[src/hw/rtl/rde_pkg.sv]
package rde_pkg;

   // Default depth of the digit stack and the largest radix the datapath accepts.
   localparam int MAX_DIGITS_DEF = 32;
   localparam int MAX_RADIX      = 16;

   // Fixed field widths.
   localparam int VALUE_W    = 32;
   localparam int CHAR_W     = 8;
   localparam int RADIX_W    = 5;
   localparam int DIGIT_W    = 4;
   localparam int CSR_IDX_W  = 2;
   localparam int CSR_DATA_W = 64;
   localparam int BYTE_IDX_W = 2;

   // The radix reset value and the character sent ahead of a negative value.
   localparam logic [RADIX_W-1:0] RADIX_RESET = 5'd10;
   localparam logic [CHAR_W-1:0]  MINUS_SIGN  = 8'd45;

   // Configuration register indices.
   localparam logic [CSR_IDX_W-1:0] CSR_RADIX        = 2'd0;
   localparam logic [CSR_IDX_W-1:0] CSR_SYMBOLS_LOW  = 2'd1;
   localparam logic [CSR_IDX_W-1:0] CSR_SYMBOLS_HIGH = 2'd2;

   // Commands from the controller to the datapath.
   typedef struct packed {
      logic load;        // capture a new value and start the division
      logic div_step;    // divide one byte of the working quotient
      logic load_sign;   // place the minus sign in the output register
      logic pop;         // read the next digit off the stack
      logic load_digit;  // place the symbol of the popped digit in the output register
   } rde_cmd_type;

   // Status from the datapath to the controller.
   typedef struct packed {
      logic digit_end;   // the current step finishes a digit
      logic quot_zero;   // the quotient left after this step is zero
      logic negative;    // the value being converted is negative
      logic out_free;    // the output register can take a character this cycle
      logic count_zero;  // no digits are left on the stack
   } rde_status_type;

endpackage

[src/hw/rtl/rde_channels.sv]
// Input channel: one signed value per transaction.
interface rde_req_if;
   import rde_pkg::*;

   logic                       valid;
   logic                       ready;
   logic signed [VALUE_W-1:0]  value;

   modport source (output valid, output value, input ready);
   modport sink   (input valid, input value, output ready);
endinterface

// Result channel: one character per transaction, the last one flagged.
interface rde_rsp_if;
   import rde_pkg::*;

   logic               valid;
   logic               ready;
   logic [CHAR_W-1:0]  character;
   logic               last;

   modport source (output valid, output character, output last, input ready);
   modport sink   (input valid, input character, input last, output ready);
endinterface

// Register write channel.
interface rde_csr_if;
   import rde_pkg::*;

   logic                   valid;
   logic                   ready;
   logic [CSR_IDX_W-1:0]   index;
   logic [CSR_DATA_W-1:0]  data;

   modport source (output valid, output index, output data, input ready);
   modport sink   (input valid, input index, input data, output ready);
endinterface

[src/hw/rtl/radix_digit_emitter_top.sv]
// Converts a signed 32-bit value into its digits in a configured radix, most
// significant digit first, each digit mapped to a byte from a symbol table.
// req_bus carries one value per transaction; rsp_bus carries one character per
// transaction with last set on the final character; a negative value is
// preceded by a minus sign. csr_bus writes the radix (index 0, clamped to
// 2..16) and the two halves of the symbol table (indices 1 and 2); it is
// always ready and should only be written while the block is idle.
// Each digit is found by dividing the quotient left byte by byte, from its
// most significant non-zero byte down, and is pushed on the digit stack.
// After the last division step a negative value has its minus sign loaded
// into the output register; then the top digit is read off the stack and
// loaded. Digits then follow at one per cycle while the receiver is ready.
// A new value is accepted in the cycle after the last character is loaded,
// even while that character waits. At reset the radix returns to 10, the
// symbol table to zero and the output register is emptied. A stalled
// receiver holds the current character and stops the controller; nothing
// is dropped.
module radix_digit_emitter_top #(
   parameter int MAX_DIGITS = rde_pkg::MAX_DIGITS_DEF
) (
   input logic         clock,
   input logic         reset,
   rde_req_if.sink     req_bus,
   rde_rsp_if.source   rsp_bus,
   rde_csr_if.sink     csr_bus
);
   import rde_pkg::*;

   rde_cmd_type    cmd;
   rde_status_type status;

   // Sequencer for division, sign and emission.
   rde_ctrl u_ctrl (
      .clock     (clock),
      .reset     (reset),
      .req_valid (req_bus.valid),
      .req_ready (req_bus.ready),
      .status    (status),
      .cmd       (cmd)
   );

   // Registers, byte divider, digit stack and output register.
   rde_datapath #(
      .MAX_DIGITS (MAX_DIGITS)
   ) u_datapath (
      .clock         (clock),
      .reset         (reset),
      .cmd           (cmd),
      .status        (status),
      .req_value     (req_bus.value),
      .csr_valid     (csr_bus.valid),
      .csr_index     (csr_bus.index),
      .csr_data      (csr_bus.data),
      .csr_ready     (csr_bus.ready),
      .rsp_valid     (rsp_bus.valid),
      .rsp_character (rsp_bus.character),
      .rsp_last      (rsp_bus.last),
      .rsp_ready     (rsp_bus.ready)
   );

endmodule

[src/hw/rtl/rde_ram.sv]
module rde_ram #(
   parameter int WIDTH = 4,
   parameter int DEPTH = 32
) (
   input  logic                     clock,
   input  logic                     we,
   input  logic [$clog2(DEPTH)-1:0] waddr,
   input  logic [WIDTH-1:0]         wdata,
   input  logic                     re,
   input  logic [$clog2(DEPTH)-1:0] raddr,
   output logic [WIDTH-1:0]         rdata
);

   logic [WIDTH-1:0] mem_ff [DEPTH];
   logic [WIDTH-1:0] rdata_ff;

   // One write port and one registered read port; read data holds between reads.
   always_ff @(posedge clock) begin
      if (we) begin
         mem_ff[waddr] <= wdata;
      end
      if (re) begin
         rdata_ff <= mem_ff[raddr];
      end
   end

   assign rdata = rdata_ff;

endmodule

[src/hw/rtl/rde_datapath.sv]
module rde_datapath #(
   parameter int MAX_DIGITS = rde_pkg::MAX_DIGITS_DEF
) (
   input  logic                                clock,
   input  logic                                reset,
   input  rde_pkg::rde_cmd_type                cmd,
   output rde_pkg::rde_status_type             status,
   input  logic signed [rde_pkg::VALUE_W-1:0]  req_value,
   input  logic                                csr_valid,
   input  logic [rde_pkg::CSR_IDX_W-1:0]       csr_index,
   input  logic [rde_pkg::CSR_DATA_W-1:0]      csr_data,
   output logic                                csr_ready,
   output logic                                rsp_valid,
   output logic [rde_pkg::CHAR_W-1:0]          rsp_character,
   output logic                                rsp_last,
   input  logic                                rsp_ready
);
   import rde_pkg::*;

   localparam int CNT_W  = $clog2(MAX_DIGITS + 1);
   localparam int ADDR_W = $clog2(MAX_DIGITS);
   localparam logic [CNT_W-1:0] CountFull = CNT_W'(MAX_DIGITS);
   localparam logic [RADIX_W-1:0] RadixMax = RADIX_W'(MAX_RADIX);

   // Configuration registers.
   logic [RADIX_W-1:0]    radix_ff;
   logic [CSR_DATA_W-1:0] sym_lo_ff;
   logic [CSR_DATA_W-1:0] sym_hi_ff;

   // Division state.
   logic [VALUE_W-1:0]    quot_ff, quot_in;
   logic [DIGIT_W-1:0]    rem_ff, rem_in;
   logic [BYTE_IDX_W-1:0] idx_ff, idx_in;
   logic [BYTE_IDX_W-1:0] top_ff, top_in;
   logic                  neg_ff, neg_in;
   logic [CNT_W-1:0]      count_ff, count_in;

   // Output register.
   logic                  out_valid_ff, out_valid_in;
   logic [CHAR_W-1:0]     char_ff, char_in;
   logic                  last_ff, last_in;

   logic [VALUE_W-1:0]    raw;
   logic [VALUE_W-1:0]    magnitude;
   logic [BYTE_IDX_W-1:0] mag_top;
   logic [RADIX_W-1:0]    radix_eff;
   logic [CHAR_W-1:0]     byte_cur;
   logic [CHAR_W-1:0]     qbyte;
   logic [DIGIT_W-1:0]    rem_nx;
   logic                  digit_end;
   logic                  quot_zero;
   logic                  stack_we;
   logic [CNT_W-1:0]      count_dec;
   logic [DIGIT_W-1:0]    stack_rdata;
   logic [2*CSR_DATA_W-1:0] sym_table;
   logic [CHAR_W-1:0]     symbol;
   logic                  out_free;
   logic [BYTE_IDX_W-1:0] next_top;

   // Register writes are always taken; unknown indices are ignored.
   assign csr_ready = 1'b1;

   always_ff @(posedge clock) begin
      if (reset) begin
         radix_ff  <= RADIX_RESET;
         sym_lo_ff <= '0;
         sym_hi_ff <= '0;
      end else if (csr_valid) begin
         case (csr_index)
            CSR_RADIX:        radix_ff  <= csr_data[RADIX_W-1:0];
            CSR_SYMBOLS_LOW:  sym_lo_ff <= csr_data;
            CSR_SYMBOLS_HIGH: sym_hi_ff <= csr_data;
            default:          ;
         endcase
      end
   end

   // Radix clamped into the supported range.
   always_comb begin
      if (radix_ff < RADIX_W'(2)) begin
         radix_eff = RADIX_W'(2);
      end else if (radix_ff > RadixMax) begin
         radix_eff = RadixMax;
      end else begin
         radix_eff = radix_ff;
      end
   end

   // Magnitude of the incoming value, taken as unsigned so the most negative value works.
   assign raw       = req_value;
   assign magnitude = raw[VALUE_W-1] ? (~raw + VALUE_W'(1)) : raw;

   // Most significant non-zero byte; leading zero bytes need no division.
   always_comb begin
      if (magnitude[31:24] != '0) begin
         mag_top = 2'd3;
      end else if (magnitude[23:16] != '0) begin
         mag_top = 2'd2;
      end else if (magnitude[15:8] != '0) begin
         mag_top = 2'd1;
      end else begin
         mag_top = 2'd0;
      end
   end

   // Restoring division of one byte by the radix, eight bits in one pass.
   assign byte_cur = quot_ff[{idx_ff, 3'b000} +: CHAR_W];

   always_comb begin
      logic [DIGIT_W-1:0] r;
      logic [DIGIT_W:0]   t;
      r     = rem_ff;
      qbyte = '0;
      for (int i = CHAR_W - 1; i >= 0; i--) begin
         t = {r, byte_cur[i]};
         if (t >= radix_eff) begin
            t        = t - radix_eff;
            qbyte[i] = 1'b1;
         end
         r = t[DIGIT_W-1:0];
      end
      rem_nx = r;
   end

   assign digit_end = (idx_ff == '0);
   assign quot_zero = (quot_ff[VALUE_W-1:CHAR_W] == '0) && (qbyte == '0);

   // Each digit shortens the quotient by at most one byte.
   assign next_top = ((quot_ff[{top_ff, 3'b000} +: CHAR_W] == '0) && (top_ff != '0))
                     ? (top_ff - BYTE_IDX_W'(1)) : top_ff;

   assign stack_we  = cmd.div_step && digit_end && (count_ff != CountFull);
   assign count_dec = count_ff - CNT_W'(1);

   // Working quotient, remainder, byte pointer and digit count.
   always_comb begin
      quot_in  = quot_ff;
      rem_in   = rem_ff;
      idx_in   = idx_ff;
      top_in   = top_ff;
      neg_in   = neg_ff;
      count_in = count_ff;
      if (cmd.load) begin
         quot_in  = magnitude;
         rem_in   = '0;
         idx_in   = mag_top;
         top_in   = mag_top;
         neg_in   = raw[VALUE_W-1];
         count_in = '0;
      end else if (cmd.div_step) begin
         quot_in[{idx_ff, 3'b000} +: CHAR_W] = qbyte;
         if (digit_end) begin
            rem_in = '0;
            idx_in = next_top;
            top_in = next_top;
            if (count_ff != CountFull) begin
               count_in = count_ff + CNT_W'(1);
            end
         end else begin
            rem_in = rem_nx;
            idx_in = idx_ff - BYTE_IDX_W'(1);
         end
      end else if (cmd.pop) begin
         count_in = count_dec;
      end
   end

   always_ff @(posedge clock) begin
      if (reset) begin
         quot_ff  <= '0;
         count_ff <= '0;
      end else begin
         quot_ff  <= quot_in;
         count_ff <= count_in;
      end
      rem_ff <= rem_in;
      idx_ff <= idx_in;
      top_ff <= top_in;
      neg_ff <= neg_in;
   end

   // Digit stack, least significant digit at the lowest address.
   rde_ram #(
      .WIDTH (DIGIT_W),
      .DEPTH (MAX_DIGITS)
   ) u_stack (
      .clock (clock),
      .we    (stack_we),
      .waddr (count_ff[ADDR_W-1:0]),
      .wdata (rem_nx),
      .re    (cmd.pop),
      .raddr (count_dec[ADDR_W-1:0]),
      .rdata (stack_rdata)
   );

   // Symbol lookup of the popped digit.
   assign sym_table = {sym_hi_ff, sym_lo_ff};
   assign symbol    = sym_table[{stack_rdata, 3'b000} +: CHAR_W];

   // Output register; it frees up in the cycle its transaction completes.
   assign out_free = !out_valid_ff || rsp_ready;

   always_comb begin
      out_valid_in = out_valid_ff;
      char_in      = char_ff;
      last_in      = last_ff;
      if (cmd.load_sign) begin
         out_valid_in = 1'b1;
         char_in      = MINUS_SIGN;
         last_in      = 1'b0;
      end else if (cmd.load_digit) begin
         out_valid_in = 1'b1;
         char_in      = symbol;
         last_in      = (count_ff == '0);
      end else if (rsp_ready) begin
         out_valid_in = 1'b0;
      end
   end

   always_ff @(posedge clock) begin
      if (reset) begin
         out_valid_ff <= 1'b0;
      end else begin
         out_valid_ff <= out_valid_in;
      end
      char_ff <= char_in;
      last_ff <= last_in;
   end

   assign rsp_valid     = out_valid_ff;
   assign rsp_character = char_ff;
   assign rsp_last      = last_ff;

   assign status.digit_end  = digit_end;
   assign status.quot_zero  = quot_zero;
   assign status.negative   = neg_ff;
   assign status.out_free   = out_free;
   assign status.count_zero = (count_ff == '0);

endmodule

[src/hw/rtl/rde_ctrl.sv]
module rde_ctrl (
   input  logic                    clock,
   input  logic                    reset,
   input  logic                    req_valid,
   output logic                    req_ready,
   input  rde_pkg::rde_status_type status,
   output rde_pkg::rde_cmd_type    cmd
);
   import rde_pkg::*;

   typedef enum logic [2:0] {
      ST_IDLE,
      ST_DIV,
      ST_SIGN,
      ST_READ,
      ST_LOAD
   } state_type;

   state_type state_ff, state_in;

   // Next state and commands to the datapath.
   always_comb begin
      state_in  = state_ff;
      cmd       = '0;
      req_ready = 1'b0;
      unique case (state_ff)
         ST_IDLE: begin
            req_ready = 1'b1;
            if (req_valid) begin
               cmd.load = 1'b1;
               state_in = ST_DIV;
            end
         end
         ST_DIV: begin
            cmd.div_step = 1'b1;
            if (status.digit_end && status.quot_zero) begin
               state_in = status.negative ? ST_SIGN : ST_READ;
            end
         end
         ST_SIGN: begin
            if (status.out_free) begin
               cmd.load_sign = 1'b1;
               state_in      = ST_READ;
            end
         end
         ST_READ: begin
            cmd.pop  = 1'b1;
            state_in = ST_LOAD;
         end
         ST_LOAD: begin
            // Send the popped digit and fetch the next one in the same cycle.
            if (status.out_free) begin
               cmd.load_digit = 1'b1;
               if (status.count_zero) begin
                  state_in = ST_IDLE;
               end else begin
                  cmd.pop = 1'b1;
               end
            end
         end
         default: begin
            state_in = ST_IDLE;
         end
      endcase
   end

   always_ff @(posedge clock) begin
      if (reset) begin
         state_ff <= ST_IDLE;
      end else begin
         state_ff <= state_in;
      end
   end

endmodule

[src/flat_wrapper.sv]
// flat-port wrapper written by rule: the top's interface ports become plain ports
module radix_digit_emitter_top_flat import rde_pkg::*;
#(
   parameter int MAX_DIGITS = rde_pkg::MAX_DIGITS_DEF
)
  (clock, reset, req_bus_valid, req_bus_value, req_bus_ready, rsp_bus_valid, rsp_bus_character, rsp_bus_last, rsp_bus_ready, csr_bus_valid, csr_bus_index, csr_bus_data, csr_bus_ready);
  rde_req_if req_bus_i ();
  rde_rsp_if rsp_bus_i ();
  rde_csr_if csr_bus_i ();
  input logic clock;
  input logic reset;
  input wire logic [$bits(req_bus_i.valid)-1:0] req_bus_valid;
  input wire logic [$bits(req_bus_i.value)-1:0] req_bus_value;
  output wire logic [$bits(req_bus_i.ready)-1:0] req_bus_ready;
  output wire logic [$bits(rsp_bus_i.valid)-1:0] rsp_bus_valid;
  output wire logic [$bits(rsp_bus_i.character)-1:0] rsp_bus_character;
  output wire logic [$bits(rsp_bus_i.last)-1:0] rsp_bus_last;
  input wire logic [$bits(rsp_bus_i.ready)-1:0] rsp_bus_ready;
  input wire logic [$bits(csr_bus_i.valid)-1:0] csr_bus_valid;
  input wire logic [$bits(csr_bus_i.index)-1:0] csr_bus_index;
  input wire logic [$bits(csr_bus_i.data)-1:0] csr_bus_data;
  output wire logic [$bits(csr_bus_i.ready)-1:0] csr_bus_ready;
  assign req_bus_i.valid = req_bus_valid;
  assign req_bus_i.value = req_bus_value;
  assign req_bus_ready = req_bus_i.ready;
  assign rsp_bus_valid = rsp_bus_i.valid;
  assign rsp_bus_character = rsp_bus_i.character;
  assign rsp_bus_last = rsp_bus_i.last;
  assign rsp_bus_i.ready = rsp_bus_ready;
  assign csr_bus_i.valid = csr_bus_valid;
  assign csr_bus_i.index = csr_bus_index;
  assign csr_bus_i.data = csr_bus_data;
  assign csr_bus_ready = csr_bus_i.ready;
  radix_digit_emitter_top #(.MAX_DIGITS(MAX_DIGITS)) u_core (.clock(clock), .reset(reset), .req_bus(req_bus_i), .rsp_bus(rsp_bus_i), .csr_bus(csr_bus_i));
endmodule
[config.mk]
export PLATFORM = sky130hd
export DESIGN_NAME = radix_digit_emitter_top_flat
export DESIGN_NICKNAME = d
export VERILOG_FILES = /design/src/hw/rtl/rde_pkg.sv /design/src/hw/rtl/rde_channels.sv /design/src/hw/rtl/radix_digit_emitter_top.sv /design/src/hw/rtl/rde_ram.sv /design/src/hw/rtl/rde_datapath.sv /design/src/hw/rtl/rde_ctrl.sv /design/src/flat_wrapper.sv
export SDC_FILE = /design/constraint.sdc
export NUM_CORES = 1
export LEC_CHECK = 0
export BUFFER_PORTS_ARGS = -buffer_cell sky130_fd_sc_hd__clkbuf_2
export CORE_MARGIN = 1
export CORE_UTILIZATION = 42
export DETAILED_ROUTE_END_ITERATION = 6
export GPL_TIMING_DRIVEN = 0
export PLACE_DENSITY = 0.68
export SLEW_MARGIN = 20
export SYNTH_ARGS = -nofsm -noshare
export SYNTH_HDL_FRONTEND = slang
export SYNTH_SLANG_ARGS = --single-unit
[constraint.sdc]
create_clock -name clock -period 30.8 [get_ports clock]
set_input_delay 1.54 -clock clock [delete_from_list [all_inputs] [get_ports clock]]
set_output_delay 1.54 -clock clock [all_outputs]
set_load 0.01 [all_outputs]
# After elaboration in Yosys (flattened, before gate mapping)
# Memories as Yosys holds them, arrays and structs flattened. A register that Yosys moved wholly into a read port is not among the register bits.
# Index checks and enable logic that the tools add are counted.
[word_totals]
ramBits = 128
n_memories = 1
register_bits = 193
word_cells = 146
[op_classes]
n_reduce_logical = 29
n_lt_le_gt_ge = 10
n_mux = 59
n_addsub = 14
n_bitwise = 1
n_eq_ne = 14
shifts = 5
[memory_table]
columns = ["memory", "words", "word_bits", "rd", "rd_clocked_by_memory_dff", "wr", "line", "text"]
rows = [
  ["u_core.u_datapath.u_stack.mem_ff", 32, 4, 1, 1, 1, "rde_ram.sv:14", "logic [WIDTH-1:0] mem_ff [DEPTH];"],
]
[op_table]
columns = ["cell", "n"]
rows = [
  ["128-bit by 8-bit variable part select with 8-bit output", 1],
  ["32-bit 2-to-1 mux", 3],
  ["32-bit by 6-bit variable part select with 8-bit output", 2],
  ["5-bit >= comparator", 8],
  ["4-bit 2-to-1 mux", 9],
  ["32-bit by 1-bit adder with 32-bit output (second input constant)", 1],
  ["32-bit bitwise mux", 1],
  ["32-bit inverter", 1],
  ["8-bit by 7-bit variable shift with 32-bit output (first input constant)", 1],
  ["8-bit by 7-bit variable part select with 32-bit output", 1],
  ["4-bit subtractor", 8],
  ["24-bit logical NOT", 1],
  ["6-bit 2-to-1 mux", 4],
  ["8-bit nonzero test", 3],
  ["1-bit 2-to-1 mux", 23],
  ["2-bit 2-to-1 mux", 10],
  ["8-bit logical NOT", 2],
  ["3-bit 2-to-1 mux", 5],
  ["3-bit case mux with 5 select lines", 1],
  ["5-bit 2-to-1 mux", 2],
  ["2-bit != test (second input constant)", 4],
  ["2-bit AND reduction", 4],
  ["2-bit nonzero test", 4],
  ["5-bit negator with 7-bit output", 1],
  ["other kinds (23)", 32],
]

# Depth between registers and ports, before layout
[logic_depth]
ltp_word = 24
ltp_mapped = 59
ltp_nobuf = 52

# Hierarchy
# From an unflattened synthesis, not the netlist that was laid out.
[hier_totals]
hier_cells = 1644
area_unflattened_um2 = 16895.0
[modules_own_cells]
columns = ["mod", "cells_per_inst", "n_inst", "area_each_um2"]
rows = [
  ["rde_datapath", 1382, 1, 11449.7],
  ["rde_ram", 231, 1, 5178.7],
  ["rde_ctrl", 31, 1, 266.5],
]

# Least setup slack after synthesis
# OpenSTA, ideal clock, no wires.
[synth_timing]
path_type = "register to register"
start = "register u_core.u_datapath.idx_ff[1]"
end = "memory u_core.u_datapath.u_stack.mem_ff[0][3], data pin"
arrival_time_ns = 11.633
path_stages_with_launch = 54
n_path_buf = 8
path_slack_ns = 18.769
period_less_slack_ns = 12.031
setup_ns = 0.398
cell_sequence = "edfxtp_1 -> clkbuf_1 -> buf_1 -> mux2i_1 -> nand2_1 -> o21ai_0 -> ha_1 -> nand2b_1 -> a21o_1 -> a21oi_1 -> o21ai_2 -> mux2_2 -> ha_1 -> a21oi_1 -> o21ai_0 -> clkbuf_1 -> mux2_2 -> ha_1 -> [18 not listed] -> a21oi_1 -> o22a_2 -> clkbuf_1 -> nor2_1 -> o211ai_1 -> o211ai_1 -> ha_1 -> nand2_1 -> o21ai_1 -> clkbuf_1 -> nor2_1 -> a22oi_1 -> nand2_1 -> ha_1 -> a21oi_1 -> o31ai_2 -> a211o_1 -> o221ai_1"
[synth_via]
elab_chain_cells = 17
[synth_rtl]
columns = ["item", "line", "text"]
rows = [
  ["start: declaration", "rde_datapath.sv:33", "logic [BYTE_IDX_W-1:0] idx_ff, idx_in;"],
  ["start signal: assignment", "rde_datapath.sv:177", "idx_ff <= idx_in;"],
  ["32-bit by 6-bit variable part select with 8-bit output *", "rde_datapath.sv:107", "assign byte_cur = quot_ff[{idx_ff, 3'b000} +: CHAR_W];"],
  ["4-bit subtractor / 5-bit >= comparator (equally long branches)", "rde_datapath.sv:117, rde_datapath.sv:116", ""],
  ["4-bit 2-to-1 mux", "rde_datapath.sv:116", "if (t >= radix_eff) begin"],
  ["4-bit subtractor / 5-bit >= comparator (equally long branches)", "rde_datapath.sv:117, rde_datapath.sv:116", ""],
  ["4-bit 2-to-1 mux", "rde_datapath.sv:116", ""],
  ["4-bit subtractor / 5-bit >= comparator (equally long branches)", "rde_datapath.sv:117, rde_datapath.sv:116", ""],
  ["4-bit 2-to-1 mux", "rde_datapath.sv:116", ""],
  ["4-bit subtractor / 5-bit >= comparator (equally long branches)", "rde_datapath.sv:117, rde_datapath.sv:116", ""],
  ["[2 not listed]", "n/a", ""],
  ["4-bit 2-to-1 mux", "rde_datapath.sv:116", ""],
  ["4-bit subtractor / 5-bit >= comparator (equally long branches)", "rde_datapath.sv:117, rde_datapath.sv:116", ""],
  ["4-bit 2-to-1 mux", "rde_datapath.sv:116", ""],
  ["4-bit subtractor / 5-bit >= comparator (equally long branches)", "rde_datapath.sv:117, rde_datapath.sv:116", ""],
  ["4-bit 2-to-1 mux", "rde_datapath.sv:116", ""],
  ["4-bit subtractor / 5-bit >= comparator (equally long branches)", "rde_datapath.sv:117, rde_datapath.sv:116", ""],
  ["4-bit 2-to-1 mux *", "rde_datapath.sv:116", ""],
  ["net u_core.u_datapath.rem_nx[3]", "rde_datapath.sv:49", "logic [DIGIT_W-1:0] rem_nx;"],
  ["end: declaration", "rde_ram.sv:14", ""],
]
# The timed path passes the listed nets; every way through them passes the cells marked *.

# Final worst setup path
[layout_timing]
start = "register u_core.u_datapath.idx_ff[1]"
end = "memory u_core.u_datapath.u_stack.mem_ff[4][2], data pin"
[layout_via]
elab_chain_cells = 17
[layout_rtl]
columns = ["item", "line"]
rows = [
  ["32-bit by 6-bit variable part select with 8-bit output *", "rde_datapath.sv:107"],
  ["4-bit subtractor / 5-bit >= comparator (equally long branches)", "rde_datapath.sv:117, rde_datapath.sv:116"],
  ["4-bit 2-to-1 mux", "rde_datapath.sv:116"],
  ["4-bit subtractor / 5-bit >= comparator (equally long branches)", "rde_datapath.sv:117, rde_datapath.sv:116"],
  ["4-bit 2-to-1 mux", "rde_datapath.sv:116"],
  ["4-bit subtractor / 5-bit >= comparator (equally long branches)", "rde_datapath.sv:117, rde_datapath.sv:116"],
  ["4-bit 2-to-1 mux", "rde_datapath.sv:116"],
  ["4-bit subtractor / 5-bit >= comparator (equally long branches)", "rde_datapath.sv:117, rde_datapath.sv:116"],
  ["[2 not listed]", "n/a"],
  ["4-bit 2-to-1 mux", "rde_datapath.sv:116"],
  ["4-bit subtractor / 5-bit >= comparator (equally long branches)", "rde_datapath.sv:117, rde_datapath.sv:116"],
  ["4-bit 2-to-1 mux", "rde_datapath.sv:116"],
  ["5-bit >= comparator / 4-bit subtractor (equally long branches)", "rde_datapath.sv:116, rde_datapath.sv:117"],
  ["4-bit 2-to-1 mux", "rde_datapath.sv:116"],
  ["4-bit subtractor / 5-bit >= comparator (equally long branches)", "rde_datapath.sv:117, rde_datapath.sv:116"],
  ["4-bit 2-to-1 mux *", "rde_datapath.sv:116"],
  ["net u_core.u_datapath.rem_nx[2]", "rde_datapath.sv:49"],
]
# Marked as above.

==> summary.md <==
| Metric | Value |
|---|---|
| Status | finished with violations |
| Failing checks | DRC |
| Area share of the largest cell type after synthesis | 0.247 |
| Total GRT Usage | 0.232 |
| Register area share after synthesis | 0.474 |
| # diodes | 0 |
| PostCTS Resize Cnt | 0 |
| Die Ht | 201 microns |
| Post-synthesis register bit count | 325 |
| # IOs | 115 |
| Final HPWL DP | 35.4 mm |
| DIE AREA | 40400 sq um |
| Biggest area consumer among synthesized cells | edfxtp_1 |
| Utilization after layout | 0.494 |
| CORE AREA | 38800 sq um |
| Total wire length | 47.2 mm |
| Starting density of the core | 0.428 |
| Max Root-Sink Buffers | 3 |
| Crit-path slowest cell | o21a_1 |
| Hold buffers post-CTS | 0 |
| Top cells by area, synth | edfxtp_1, dfxtp_1, mux4_2, nand2_1, a21oi_1 |
| Port bufs | 108 |
| First-pass GRT wire length | 73.0 mm |
| Top post-synthesis cells by count | nand2_1, a21oi_1, dfxtp_1, edfxtp_1, nor2_1 |
| Layout fillers | 3492 |
| Highest clock rate | 60.4 MHz |
| Largest net degree at the start of global routing | 33 |
| CTS tree | yes |
| Initial antenna violation count | 0 |
| Post-synth top flop | dfxtp_1 |
| Dominant cell by count in the synthesized netlist | nand2_1 |
| Crit path required time | 30.96 ns |
| Asr flop ratio synth | 0 |
| Setup CP Type | register to register |
| CP Buf/Inv Count | 9 |
| Hold Fails Final Rpt | 0 |
| Vias per Instance | 5.76 |
| # nets final | 1930 |
| # Max-Cap Violations | 0 |
| Wire per inst | 20.4 microns |
| Reg-to-reg setup timing slack | 14.25 ns |
| Area Overhead vs Synth | 15.3% |
| Worst slew margin | 0.253 |
| Final Slew Violations | 0 |
| Avg Inst Size Synth | 10.3 sq um |
| Synth Net Count | 1781 |
| Worst-Skew Late Latency | 0.53 ns |
| Cells after Synth | 1620 |
| Measured slew at the worst slew-check pin | 1.12 ns |
| Share of cells above drive strength 1 | 0.168 |
| Num rows | 72 |
| Worst min path class | register to register |
| Grt total ovfl | 0 |
| Arrival time worst endpoint | 16.71 ns |
| Crit start category | register |
| DRT Pass-1 Iters | 7 |
| # Post-CTS Setup Buffers | 0 |
| Netlist cell types | 84 |
| Synthesis Warnings | 0 |
| Max incr delay on CP | 0.93 ns |
| Crit Path Max Fanout | 32 |
| Number of flops mapped to enable cells by yosys | 137 |
| Via count | 13300 |
| GPL Wtd Cong | 0.932 |
| Initial DRC Count | 1193 |
| Fin Clk Skew | 0.0289 ns |
| Vias in the first global route | 12800 |
| CTS root buffer | clkbuf_16 |
| CTS Buf Count | 36 |
| Endpoints failing setup | 0 |
| H-tree depth | 2 |
| Clock sinks | 325 |
| Die Width | 201 microns |
| CP Capture Type | register |
| Delay-heaviest family, CP | compound AO/OA/AOI/OAI gates |
| Tcrit/Tclk final | 0.537 |
| Reg clk slew, reported paths | 0.06 ns |
| DRC Markers | 6 |
| Total Neg Setup Slack | 0 ns |
| RSZ-0062 raised after global routing | no |
| Routed Antenna Nets | 0 |
| Fin crit period | 16.55 ns |
| Post-Syn Area | 16600 sq um |
[per-layer routing]
layer  global-route usage  up-vias  wire, microns
met5                    0        -              0
met4               0.0722        0           1310
met3               0.0458       95           3590
met2                0.381      598          22300
met1                0.307     6422          20000
li1                     -     6205              -
[path summary, 6_finish.rpt]
path | start | endpoint | cells after the start
max reg2reg | u_core.u_datapath.idx_ff[1]$_DFFE_PP_ | u_core.u_datapath.u_stack.mem_ff[4][2]$_DFFE_PP_ | 53
min reg2reg | u_core.u_datapath.sym_lo_ff[19]$_SDFFE_PP0P_ | u_core.u_datapath.sym_lo_ff[19]$_SDFFE_PP0P_ | 2
max | u_core.u_datapath.idx_ff[1]$_DFFE_PP_ | u_core.u_datapath.u_stack.mem_ff[4][2]$_DFFE_PP_ | 53
min | u_core.u_datapath.sym_lo_ff[19]$_SDFFE_PP0P_ | u_core.u_datapath.sym_lo_ff[19]$_SDFFE_PP0P_ | 2
[worst min-delay path: cells and delay by family, from the launching register on]
family / cells / cell delay, ns
flip-flops: 1 / 0.30
AND/OR/NAND/NOR: 1 / 0.05
AO/OA/AOI/OAI: 1 / 0.05
[final cells by class]
cell class	instances	area, sq um	share of cell area
Inverter	33	124	0.00646
Multi-Input combinational cell	1159	8240	0.430
Buffer	103	445	0.0232
Clock buffer	47	962	0.0502
Sequential cell	325	7880	0.411
Clock inverter	17	265	0.0138
Tap cell	518	648	0.0338
Timing Repair Buffer	111	611	0.0319
[registers in the layout, indices dropped and copies added, names as in the netlist, 4 cells and up]
name	count
u_core.u_datapath.u_stack.mem_ff	128
u_core.u_datapath.sym_hi_ff	64
u_core.u_datapath.sym_lo_ff	64
u_core.u_datapath.quot_ff	32
u_core.u_datapath.rsp_character	8
u_core.u_datapath.count_ff	6
u_core.u_datapath.radix_ff	5
u_core.u_datapath.rem_ff	4
u_core.u_datapath.u_stack.rdata	4
[placed cells by master, fill, tap and decap left out, types with 9 or more instances in the layout]
master / instances
nand2_1: 354
a21oi_1: 190
dfxtp_1: 188
edfxtp_1: 137
clkbuf_2: 108
nor2_1: 102
mux4_2: 82
clkbuf_1: 79
ha_1: 50
xnor2_1: 38
clkbuf_16: 36
inv_1: 32
o21ai_0: 30
a22oi_1: 23
buf_1: 21
mux2_2: 20
nand3_1: 18
mux2i_1: 17
a21o_1: 15
xor2_1: 15
nor3_1: 14
nor4_1: 13
nand2b_1: 10
a211oi_1: 9
nand4_1: 9
or3_1: 9
a222oi_1: 9
[metrics by stage]
stage / cell area (sq um) / hold slack, ns / instances / setup WS (ns)
final: 19200 / 0.452 / 2313 / 14.25
after global routing: 19200 / 0.467 / 2313 / 13.47
after CTS: 19200 / 0.452 / 2313 / 14.64
after detailed placement: 17900 / 0.444 / 2249 / 14.74
after global placement: 17800 / 0.438 / 2246 / 13.71
after floorplan: 16600 / 0.433 / 1620 / 18.77
[cells by family after synthesis]
| kind of cell | synth area share |
|---|---|
| simple gates | 0.156 |
| compound gates | 0.124 |
| flops | 0.474 |
| buf+inv | 0.0342 |
| mux | 0.136 |
| fa+ha+maj | 0.0473 |
| xor+xnor | 0.0284 |
| other cells | 0.000226 |
Power is left out: the tool's default activity adds up to more than one toggle a clock period on the data nets, which glitch-free logic cannot reach.
